## src/sv/tdad_pkg.sv

```systemverilog
// tdad_pkg: shared sizes, command/result codes and chain control types
// for the tick-divided activity dispatcher. No dependencies.
package tdad_pkg;

   localparam int MaxSlots = 32;
   localparam int IdW      = 8;
   localparam int IdPortW  = 8;
   localparam int CmdW     = 3;
   localparam int KindW    = 3;
   localparam int DivW     = 16;
   localparam int SlotIdxW = (MaxSlots > 1) ? $clog2(MaxSlots) : 1;
   localparam int FillW    = $clog2(MaxSlots + 1);

   // commands
   localparam logic [CmdW-1:0] CMD_TICK   = 3'd0;
   localparam logic [CmdW-1:0] CMD_ADD    = 3'd1;
   localparam logic [CmdW-1:0] CMD_REMOVE = 3'd2;
   localparam logic [CmdW-1:0] CMD_START  = 3'd3;
   localparam logic [CmdW-1:0] CMD_STOP   = 3'd4;

   // result kinds
   localparam logic [KindW-1:0] KIND_ADD    = 3'd0;
   localparam logic [KindW-1:0] KIND_REMOVE = 3'd1;
   localparam logic [KindW-1:0] KIND_STEP   = 3'd2;
   localparam logic [KindW-1:0] KIND_STOP   = 3'd3;
   localparam logic [KindW-1:0] KIND_DONE   = 3'd4;

   // chain operations
   localparam logic [2:0] CHAIN_HOLD    = 3'd0;
   localparam logic [2:0] CHAIN_ROTATE  = 3'd1;
   localparam logic [2:0] CHAIN_COMPACT = 3'd2;
   localparam logic [2:0] CHAIN_WRITE   = 3'd3;
   localparam logic [2:0] CHAIN_REMOVE  = 3'd4;

   typedef struct packed {
      logic [2:0]          op;
      logic                kill;      // rotate: head re-enters tail invalid
      logic [IdW-1:0]      id;        // write / remove key
      logic [SlotIdxW-1:0] wr_index;  // write target slot
   } chain_ctl_type;

   typedef struct packed {
      logic [IdW-1:0] head_id;
      logic           head_valid;
      logic           remove_hit;     // some slot matched the remove key
      logic           compact_need;   // a hole sits ahead of a live slot
   } chain_status_type;

endpackage

```

## src/sv/tdad_cell.sv

```systemverilog
// tdad_cell: one list slot (ID plus valid bit) with neighbor links.
// Depends on tdad_pkg.
module tdad_cell (
   input  logic                            clock,
   input  logic                            reset,
   input  tdad_pkg::chain_ctl_type         ctl,
   input  logic [tdad_pkg::SlotIdxW-1:0]   index,
   input  logic [tdad_pkg::IdW-1:0]        nbr_id,
   input  logic                            nbr_valid,
   input  logic                            hole_in,
   output logic                            hole_out,
   input  logic                            found_in,
   output logic                            found_out,
   output logic [tdad_pkg::IdW-1:0]        id_out,
   output logic                            valid_out,
   output logic                            need_out
);

   logic [tdad_pkg::IdW-1:0] id_ff, id_in;
   logic                     valid_ff, valid_in;
   logic                     match;
   logic                     hit;

   assign match     = valid_ff && (id_ff == ctl.id);
   assign hit       = match && !found_in;
   assign found_out = found_in || match;
   assign hole_out  = hole_in || !valid_ff;
   assign need_out  = hole_in && valid_ff;
   assign id_out    = id_ff;
   assign valid_out = valid_ff;

   always_comb begin
      id_in    = id_ff;
      valid_in = valid_ff;
      case (ctl.op)
         tdad_pkg::CHAIN_ROTATE: begin
            id_in    = nbr_id;
            valid_in = nbr_valid;
         end
         tdad_pkg::CHAIN_COMPACT: begin
            // everything from the first hole onward slides down one place
            if (hole_out) begin
               id_in    = nbr_id;
               valid_in = nbr_valid;
            end
         end
         tdad_pkg::CHAIN_WRITE: begin
            if (index == ctl.wr_index) begin
               id_in    = ctl.id;
               valid_in = 1'b1;
            end
         end
         tdad_pkg::CHAIN_REMOVE: begin
            if (hit) begin
               valid_in = 1'b0;
            end
         end
         default: begin
            id_in    = id_ff;
            valid_in = valid_ff;
         end
      endcase
   end

   always_ff @(posedge clock) begin
      if (reset) begin
         valid_ff <= 1'b0;
      end else begin
         valid_ff <= valid_in;
      end
   end

   always_ff @(posedge clock) begin
      id_ff <= id_in;
   end

endmodule

```

## src/sv/tdad_chain.sv

```systemverilog
// tdad_chain: the row of slot cells, neighbor wiring and status collection.
// Depends on tdad_pkg and tdad_cell.
module tdad_chain (
   input  logic                         clock,
   input  logic                         reset,
   input  tdad_pkg::chain_ctl_type      ctl,
   output tdad_pkg::chain_status_type   status
);

   localparam int N = tdad_pkg::MaxSlots;

   logic [tdad_pkg::IdW-1:0] cell_id   [N];
   logic                     cell_valid[N];
   logic [tdad_pkg::IdW-1:0] nbr_id    [N];
   logic                     nbr_valid [N];
   logic [N:0]               hole;
   logic [N:0]               found;
   logic [N-1:0]             need;

   assign hole[0]  = 1'b0;
   assign found[0] = 1'b0;

   genvar g;
   generate
      for (g = 0; g < N; g++) begin : g_cell
         if (g == N - 1) begin : g_tail
            // tail refills from the head on rotate unless kill is set, with an empty slot otherwise
            assign nbr_id[g]    = cell_id[0];
            assign nbr_valid[g] = (ctl.op == tdad_pkg::CHAIN_ROTATE) &&
                                  cell_valid[0] && !ctl.kill;
         end else begin : g_body
            assign nbr_id[g]    = cell_id[g+1];
            assign nbr_valid[g] = cell_valid[g+1];
         end

         tdad_cell u_cell (
            .clock     (clock),
            .reset     (reset),
            .ctl       (ctl),
            .index     (tdad_pkg::SlotIdxW'(g)),
            .nbr_id    (nbr_id[g]),
            .nbr_valid (nbr_valid[g]),
            .hole_in   (hole[g]),
            .hole_out  (hole[g+1]),
            .found_in  (found[g]),
            .found_out (found[g+1]),
            .id_out    (cell_id[g]),
            .valid_out (cell_valid[g]),
            .need_out  (need[g])
         );
      end
   endgenerate

   assign status.head_id      = cell_id[0];
   assign status.head_valid   = cell_valid[0];
   assign status.remove_hit   = found[N];
   assign status.compact_need = |need;

endmodule

```

## src/sv/tick_divided_activity_dispatcher.sv

```systemverilog
// tick_divided_activity_dispatcher: top level, command sequencer around the
// slot chain. Depends on tdad_pkg and tdad_chain.
//
//  channel | ports                                      | flow control
//  --------+--------------------------------------------+------------------------
//  command | start, busy, req_cmd, req_activity_id      | transfer when start & !busy
//  result  | rsp_strobe, rsp_kind, rsp_ok,              | one cycle per strobe,
//          | rsp_target_id, rsp_last                    | no backpressure
//  config  | csr_valid, csr_ready, csr_tick_divide      | transfer when valid & ready
//
// Add, remove, start and unused codes keep busy low; a new command may
// follow in the next cycle. A dispatching tick or a stop rotates the whole
// slot chain once and then gives the final result; a tick with cleanup
// pending then slides out holes, one per cycle, and then finishes.
// Synchronous active-high reset empties the list, sets the turn to 1 and the
// divide ratio to 1. Results are never stalled; busy is the only throttle.
module tick_divided_activity_dispatcher (
   input  logic                             clock,
   input  logic                             reset,
   // command
   input  logic                             start,
   output logic                             busy,
   input  logic [tdad_pkg::CmdW-1:0]        req_cmd,
   input  logic [tdad_pkg::IdPortW-1:0]     req_activity_id,
   // results
   output logic                             rsp_strobe,
   output logic [tdad_pkg::KindW-1:0]       rsp_kind,
   output logic                             rsp_ok,
   output logic [tdad_pkg::IdPortW-1:0]     rsp_target_id,
   output logic                             rsp_last,
   // config
   input  logic                             csr_valid,
   output logic                             csr_ready,
   input  logic [tdad_pkg::DivW-1:0]        csr_tick_divide
);

   localparam logic [1:0] ST_IDLE    = 2'd0;
   localparam logic [1:0] ST_SCAN    = 2'd1;   // rotating, emitting live slots
   localparam logic [1:0] ST_FINISH  = 2'd2;   // final (last) result
   localparam logic [1:0] ST_COMPACT = 2'd3;   // removing holes

   localparam int FillW = tdad_pkg::FillW;
   localparam int IdxW  = tdad_pkg::SlotIdxW;
   localparam int DivW  = tdad_pkg::DivW;

   logic [1:0]                  state_ff, state_in;
   logic [IdxW-1:0]             cnt_ff, cnt_in;
   logic                        stop_ff, stop_in;        // scan belongs to stop
   logic                        held_vld_ff, held_vld_in;
   logic [tdad_pkg::IdW-1:0]    held_id_ff, held_id_in;  // result delayed one slot
   logic [FillW-1:0]            fill_ff, fill_in;        // slots in use, holes too
   logic [FillW-1:0]            live_ff, live_in;        // valid slots only
   logic [DivW-1:0]             turn_ff, turn_in;
   logic                        cleanup_ff, cleanup_in;
   logic [DivW-1:0]             divide_ff;

   logic                        rsp_strobe_ff, rsp_strobe_in;
   logic [tdad_pkg::KindW-1:0]  rsp_kind_ff, rsp_kind_in;
   logic                        rsp_ok_ff, rsp_ok_in;
   logic [tdad_pkg::IdPortW-1:0] rsp_id_ff, rsp_id_in;
   logic                        rsp_last_ff, rsp_last_in;

   tdad_pkg::chain_ctl_type     ctl;
   tdad_pkg::chain_status_type  status;

   logic                        accept;
   logic [tdad_pkg::IdW-1:0]    key;
   logic [DivW-1:0]             ratio;
   logic [tdad_pkg::KindW-1:0]  held_kind;

   assign busy      = (state_ff != ST_IDLE);
   assign accept    = start && !busy;
   assign csr_ready = 1'b1;
   assign key       = req_activity_id[tdad_pkg::IdW-1:0];
   assign ratio     = (divide_ff == '0) ? DivW'(1) : divide_ff;
   assign held_kind = stop_ff ? tdad_pkg::KIND_STOP : tdad_pkg::KIND_STEP;

   tdad_chain u_chain (
      .clock  (clock),
      .reset  (reset),
      .ctl    (ctl),
      .status (status)
   );

   always_comb begin
      state_in    = state_ff;
      cnt_in      = cnt_ff;
      stop_in     = stop_ff;
      held_vld_in = held_vld_ff;
      held_id_in  = held_id_ff;
      fill_in     = fill_ff;
      live_in     = live_ff;
      turn_in     = turn_ff;
      cleanup_in  = cleanup_ff;

      rsp_strobe_in = 1'b0;
      rsp_kind_in   = tdad_pkg::KIND_DONE;
      rsp_ok_in     = 1'b1;
      rsp_id_in     = '0;
      rsp_last_in   = 1'b1;

      ctl.op       = tdad_pkg::CHAIN_HOLD;
      ctl.kill     = stop_ff;
      ctl.id       = key;
      ctl.wr_index = fill_ff[IdxW-1:0];

      case (state_ff)
         ST_IDLE: begin
            if (accept) begin
               case (req_cmd)
                  tdad_pkg::CMD_TICK: begin
                     stop_in     = 1'b0;
                     held_vld_in = 1'b0;
                     cnt_in      = '0;
                     // dispatch on turn 1, then advance turn modulo the ratio
                     state_in    = (turn_ff == DivW'(1)) ? ST_SCAN : ST_FINISH;
                     turn_in     = (turn_ff >= ratio) ? DivW'(1) : turn_ff + DivW'(1);
                  end
                  tdad_pkg::CMD_ADD: begin
                     rsp_strobe_in = 1'b1;
                     rsp_kind_in   = tdad_pkg::KIND_ADD;
                     rsp_id_in     = tdad_pkg::IdPortW'(key);
                     if (fill_ff < FillW'(tdad_pkg::MaxSlots)) begin
                        ctl.op  = tdad_pkg::CHAIN_WRITE;
                        fill_in = fill_ff + FillW'(1);
                        live_in = live_ff + FillW'(1);
                     end else begin
                        rsp_ok_in = 1'b0;
                     end
                  end
                  tdad_pkg::CMD_REMOVE: begin
                     ctl.op        = tdad_pkg::CHAIN_REMOVE;
                     rsp_strobe_in = 1'b1;
                     rsp_kind_in   = tdad_pkg::KIND_REMOVE;
                     rsp_id_in     = tdad_pkg::IdPortW'(key);
                     rsp_ok_in     = status.remove_hit;
                     if (status.remove_hit) begin
                        live_in    = live_ff - FillW'(1);
                        cleanup_in = 1'b1;
                     end
                  end
                  tdad_pkg::CMD_START: begin
                     turn_in       = DivW'(1);
                     rsp_strobe_in = 1'b1;
                  end
                  tdad_pkg::CMD_STOP: begin
                     stop_in     = 1'b1;
                     held_vld_in = 1'b0;
                     cnt_in      = '0;
                     state_in    = ST_SCAN;
                  end
                  default: begin
                     rsp_strobe_in = 1'b1;
                  end
               endcase
            end
         end

         ST_SCAN: begin
            // head slot leaves at cell 0 and re-enters at the tail
            ctl.op = tdad_pkg::CHAIN_ROTATE;
            if (status.head_valid) begin
               if (held_vld_ff) begin
                  rsp_strobe_in = 1'b1;
                  rsp_kind_in   = held_kind;
                  rsp_id_in     = tdad_pkg::IdPortW'(held_id_ff);
                  rsp_last_in   = 1'b0;
               end
               held_vld_in = 1'b1;
               held_id_in  = status.head_id;
            end
            cnt_in = cnt_ff + IdxW'(1);
            if (cnt_ff == IdxW'(tdad_pkg::MaxSlots - 1)) begin
               state_in = ST_FINISH;
            end
         end

         ST_FINISH: begin
            rsp_strobe_in = 1'b1;
            if (held_vld_ff) begin
               rsp_kind_in = held_kind;
               rsp_id_in   = tdad_pkg::IdPortW'(held_id_ff);
            end
            held_vld_in = 1'b0;
            if (stop_ff) begin
               // every slot was invalidated, so the list is simply empty
               fill_in    = '0;
               live_in    = '0;
               cleanup_in = 1'b0;
               state_in   = ST_IDLE;
            end else if (cleanup_ff) begin
               state_in = ST_COMPACT;
            end else begin
               state_in = ST_IDLE;
            end
         end

         ST_COMPACT: begin
            if (status.compact_need) begin
               ctl.op = tdad_pkg::CHAIN_COMPACT;
            end else begin
               fill_in    = live_ff;
               cleanup_in = 1'b0;
               state_in   = ST_IDLE;
            end
         end

         default: begin
            state_in = ST_IDLE;
         end
      endcase
   end

   always_ff @(posedge clock) begin
      if (reset) begin
         state_ff      <= ST_IDLE;
         cnt_ff        <= '0;
         stop_ff       <= 1'b0;
         held_vld_ff   <= 1'b0;
         fill_ff       <= '0;
         live_ff       <= '0;
         turn_ff       <= DivW'(1);
         cleanup_ff    <= 1'b0;
         divide_ff     <= DivW'(1);
         rsp_strobe_ff <= 1'b0;
      end else begin
         state_ff      <= state_in;
         cnt_ff        <= cnt_in;
         stop_ff       <= stop_in;
         held_vld_ff   <= held_vld_in;
         fill_ff       <= fill_in;
         live_ff       <= live_in;
         turn_ff       <= turn_in;
         cleanup_ff    <= cleanup_in;
         rsp_strobe_ff <= rsp_strobe_in;
         if (csr_valid && csr_ready) begin
            divide_ff <= csr_tick_divide;
         end
      end
   end

   // result payload, meaningful only with the strobe
   always_ff @(posedge clock) begin
      held_id_ff  <= held_id_in;
      rsp_kind_ff <= rsp_kind_in;
      rsp_ok_ff   <= rsp_ok_in;
      rsp_id_ff   <= rsp_id_in;
      rsp_last_ff <= rsp_last_in;
   end

   assign rsp_strobe    = rsp_strobe_ff;
   assign rsp_kind      = rsp_kind_ff;
   assign rsp_ok        = rsp_ok_ff;
   assign rsp_target_id = rsp_id_ff;
   assign rsp_last      = rsp_last_ff;

   // live slots never outnumber the slots in use
   assert property (@(posedge clock) disable iff (reset) live_ff <= fill_ff)
      else $error("live count exceeds fill count");

   // the turn counter never reaches zero
   assert property (@(posedge clock) disable iff (reset) turn_ff != '0)
      else $error("turn counter is zero");

   // every multi-cycle command closes with a last-marked result
   assert property (@(posedge clock) disable iff (reset)
      state_ff == ST_FINISH |=> rsp_strobe && rsp_last)
      else $error("finish cycle produced no final result");

   // fill count stays within capacity
   assert property (@(posedge clock) disable iff (reset)
      fill_ff <= FillW'(tdad_pkg::MaxSlots))
      else $error("fill count beyond capacity");

endmodule
```

## config.mk

```make
export PLATFORM = sky130hd
export DESIGN_NAME = tick_divided_activity_dispatcher
export DESIGN_NICKNAME = d
export VERILOG_FILES = /design/src/sv/tdad_pkg.sv /design/src/sv/tdad_cell.sv /design/src/sv/tdad_chain.sv /design/src/sv/tick_divided_activity_dispatcher.sv
export SDC_FILE = /design/constraint.sdc
export NUM_CORES = 1
export LEC_CHECK = 0
export ABC_AREA = 0
export BUFFER_PORTS_ARGS = -buffer_cell sky130_fd_sc_hd__buf_2
export CAP_MARGIN = 15
export CORE_UTILIZATION = 60
export CTS_CLUSTER_SIZE = 30
export DETAILED_ROUTE_END_ITERATION = 6
export GPL_TIMING_DRIVEN = 0
export PLACE_DENSITY_LB_ADDON = 0.25
export SYNTH_ARGS = -nofsm -noshare
export SYNTH_HDL_FRONTEND = slang
export SYNTH_HIERARCHICAL = 1
export SYNTH_SLANG_ARGS = --single-unit
```

## constraint.sdc

```tcl
create_clock -name clock -period 17.99 [get_ports clock]
set_clock_uncertainty 0.2 [all_clocks]
set_input_delay 3.598 -clock clock [delete_from_list [all_inputs] [get_ports clock]]
set_output_delay 3.598 -clock clock [all_outputs]
set_load 0.01 [all_outputs]
```

==> metrics.csv <==
stage,metric,value,unit
outcome,run status,finished clean,
power,Flop pwr share,0.461,
finish,sequential cell area,9936,um^2
synth,most frequent cell after synthesis,xnor2_1,
finish,footprint of the multi-input gates,15080,um^2
critical_path,Setup CP Type,in2reg,
clocking,CTS H-tree depth,2,
synth,simple logic cell fraction of the synthesized area,0.2214,
synth,main flop type after synthesis,edfxtp_1,
synth,synth warn,6,
clocking,clock root buffer,clkbuf_16,
synth,"Async S/R FF share, synth",0,
finish,Inserted Diodes,0,
floorplanning,width of the die,204.9,um
power,Max VDD drop,0.05837,mV
grt,GR Util met2,0.4640,
synth,post-synth top area share,0.3210,
power,Clk pwr share,0.374,
grt,met3 global-route usage,0.03770,
timing,FMAX,85.70,MHz
critical_path,Worst EP arrival,11.96,ns
floorplanning,num ports,47,
floorplanning,Chip Height,204.9,um
clocking,Max clock buf depth,3,
critical_path,CP max FO,65,
placement,Placed Cells,2961,
synth,largest family of logic cells by synthesized area,simple AND/OR/NAND/NOR gates,
floorplanning,die area,41980,um^2
power,sw frac,0.2699,
clocking,Sink Count,364,
finish,fin util,0.6974,
timing,final count of pins violating max slew,0,
synth,"area leader, netlist",edfxtp_1,
timing,WHS,0.2561,ns
finish,fraction of layout cells with a size suffix above 1,0.2429,
critical_path,R2R Path Start,u_chain/g_cell[0].u_cell/valid_out,
finish,Fillers,2875,
critical_path,Setup crit start,req_activity_id[7],
grt,first-pass GRT wire length,89180,um
grt,vias in the first global route,17820,
timing,Final setup viols,0,
critical_path,worst path required time,18.28,ns
run,Max Cap Viol,0,
clocking,postcts setup bufs,0,
grt,initial antenna violation count,0,
finish,layout net count,2536,
clocking,CTS-repair resized insts,0,
clocking,CTS tree,built,
synth,Yosys cell types,63,
grt,"Most Used Layer, Global Route",met2,
synth,sequential share of the synthesized area,0.4020,
synth,post-synthesis mux area share,0.1390,
route,via count,17410,
route,Detailed Route Iter0 Violations,1273,
synth,synth top area cells,"edfxtp_1 (32%), xnor2_1 (12%), mux2_2 (12%), dfxtp_1 (8.1%), xor2_1 (3.7%)",
finish,Area Growth Syn to Fin,13.49,%
min_path,Hold WC Path Type,reg2reg,
route,vias per cell,5.734,
synth,#FFs+latches synth,364,
grt,grt met1 use,0.3352,
floorplanning,Starting Density,0.6145,
grt,largest net degree at the start of global routing,66,
critical_path,element type at the critical path end,flop,
power,Power Total,0.002219,W
grt,overall routing resource usage,0.2624,
floorplanning,area of the core,40190,um^2
route,WL/cell,17.67,um
critical_path,largest stage delay on the critical path,0.74,ns
critical_path,worst reg2reg setup slack,7.59,ns
timing,Least-Margin Pin Slew,1.011,ns
placement,DP Wirelength,36910,um
critical_path,Worst R2R End,u_chain/g_cell[22].u_cell/id_out[2],
route,Pre-antenna DRT Iters,5,
critical_path,CP endpoint,live_ff[2],
floorplanning,Rows,73,
clocking,CTS clock-pin slew for the worst setup and hold paths,0.06,ns
power,Leak Pwr,9.913,nW
synth,Post-Syn Instances,2204,
critical_path,most frequent CP cell,o31ai_1,
power,Sw Pwr,0.0005990,W
grt,Overflow after GRT,0,
timing,Final min period,11.67,ns
placement,Placer Congestion,0.8721,
synth,Post-synth EDFFs,264,
synth,syn_area_per_cell,11.21,um^2
power,Cell Pwr Density,79.17,nW/um^2
synth,Compound-Gate Fraction of Synth Area,0.05644,
critical_path,Worst R2R Path Depth,44,
finish,final std cells w/o fill,3036,
synth,commonest cells in the netlist,"xnor2_1 (330), edfxtp_1 (264), mux2_2 (256), nor2_1 (158), nand2_1 (119)",
power,Internal Power,0.001620,W
min_path,WHS Path Cells,1,
route,DRC viols,0,
route,Routed WL,53660,um
critical_path,CP max-delay cell,buf_4,
placement,IO Port Bufs,42,
power,Comb power frac,0.165,
clocking,clock latency on the worst-skew pair,0.57,ns
timing,unrepaired setup endpoints after global routing,false,
synth,Post-Synth Adder-Cell Area,0.01348,
synth,XOR/XNOR Fraction of Synth Area,0.1543,
timing,"Period Utilization, post-route",0.6486,
clocking,Hold Buf Count CTS,0,
route,Final ANT Viol Nets,0,
synth,post-synthesis cell area,24700,um^2
timing,Final Hold Vio Count,0,
critical_path,CP startpoint kind,input pin,
timing,relative slew slack,0.3257,
clocking,CTS buffer count,41,
==> kinds of logic (layout without fill, tap and decap cells) <==
family / after synthesis / after routing
compound gates: 212 / 212
xor+xnor: 435 / 435
fa+ha+maj: 26 / 26
buf+inv: 74 / 219
flops: 364 / 364
mux: 307 / 307
other cells: 3 / 165
simple gates: 783 / 783
==> layout by cell type, fill, tap and decap left out, drive strengths merged, types with 80 or more instances in the layout <==
master,n
buf,81
conb,165
dfxtp,100
edfxtp,264
mux2,288
nand2,119
nand2b,101
nor2,158
nor4,80
xnor2,330
xor2,105
==> final cells by class <==
cell class | instances | area share
Buffer | 22 | 0.004419
Clock buffer | 52 | 0.04062
Clock inverter | 23 | 0.006874
Inverter | 52 | 0.006964
Multi-Input combinational cell | 1928 | 0.5380
Sequential cell | 364 | 0.3545
Tap cell | 525 | 0.02344
Timing Repair Buffer | 70 | 0.02518
==> metal layers <==
metal / share of wire / vias to the layer above
met5: 0 / -
met4: 0.019 / 0
met3: 0.046 / 80
met2: 0.50 / 407
met1: 0.44 / 8496
li1: - / 8425
==> registers in the layout (all words and copies together), names as in the netlist <==
signal                           count
cleanup_ff                           1
cnt_ff                               5
divide_ff                           16
fill_ff                              6
held_id_ff                           8
held_vld_ff                          1
live_ff                              6
rsp_kind                             3
rsp_last                             1
rsp_ok                               1
rsp_strobe                           1
rsp_target_id                        8
state_ff                             2
stop_ff                              1
turn_ff                             16
u_chain/g_cell.u_cell/id_out       256
u_chain/g_cell.u_cell/valid_out     32
==> power groups by stage <==
stage          registers, W  logic, W  clock network, W
2_1_floorplan       0.00102  0.000284                 0
3_3_place_gp        0.00104  0.000358                 0
3_5_place_dp        0.00104  0.000362                 0
4_1_cts             0.00102  0.000366          0.000846
5_1_grt             0.00103  0.000402          0.000876
6_report            0.00102  0.000367          0.000830
==> critical path, delay by kind of cell <==
| kind | cells | cell delay, ns |
|---|---|---|
| XOR/XNOR | 1 | 0.22 |
| buffers and inverters | 34 | 3.41 |
| AO/OA/AOI/OAI | 35 | 4.17 |
| AND/OR/NAND/NOR | 2 | 0.47 |
==> stage by stage <==
stage	instance area, um^2	worst slack, ns	TNS, ns
after CTS	28030	6.432	0
final	28030	6.322	0
after detailed placement	26700	5.862	0
after global routing	28030	5.263	0
after floorplan	25310	3.504	0
after global placement	26170	-0.05958	-8.349
==> worst min path at each step <==
stage / from / endpoint / slack [ns]
2_1_floorplan: held_vld_ff / rsp_last / 0.20
3_3_place_gp: held_vld_ff / rsp_last / 0.23
3_5_place_dp: held_vld_ff / rsp_last / 0.23
4_1_cts: held_vld_ff / rsp_last / 0.25
5_1_grt: held_vld_ff / rsp_last / 0.28
6_report: held_vld_ff / rsp_last / 0.26
(Power assumes the default switching activity.)
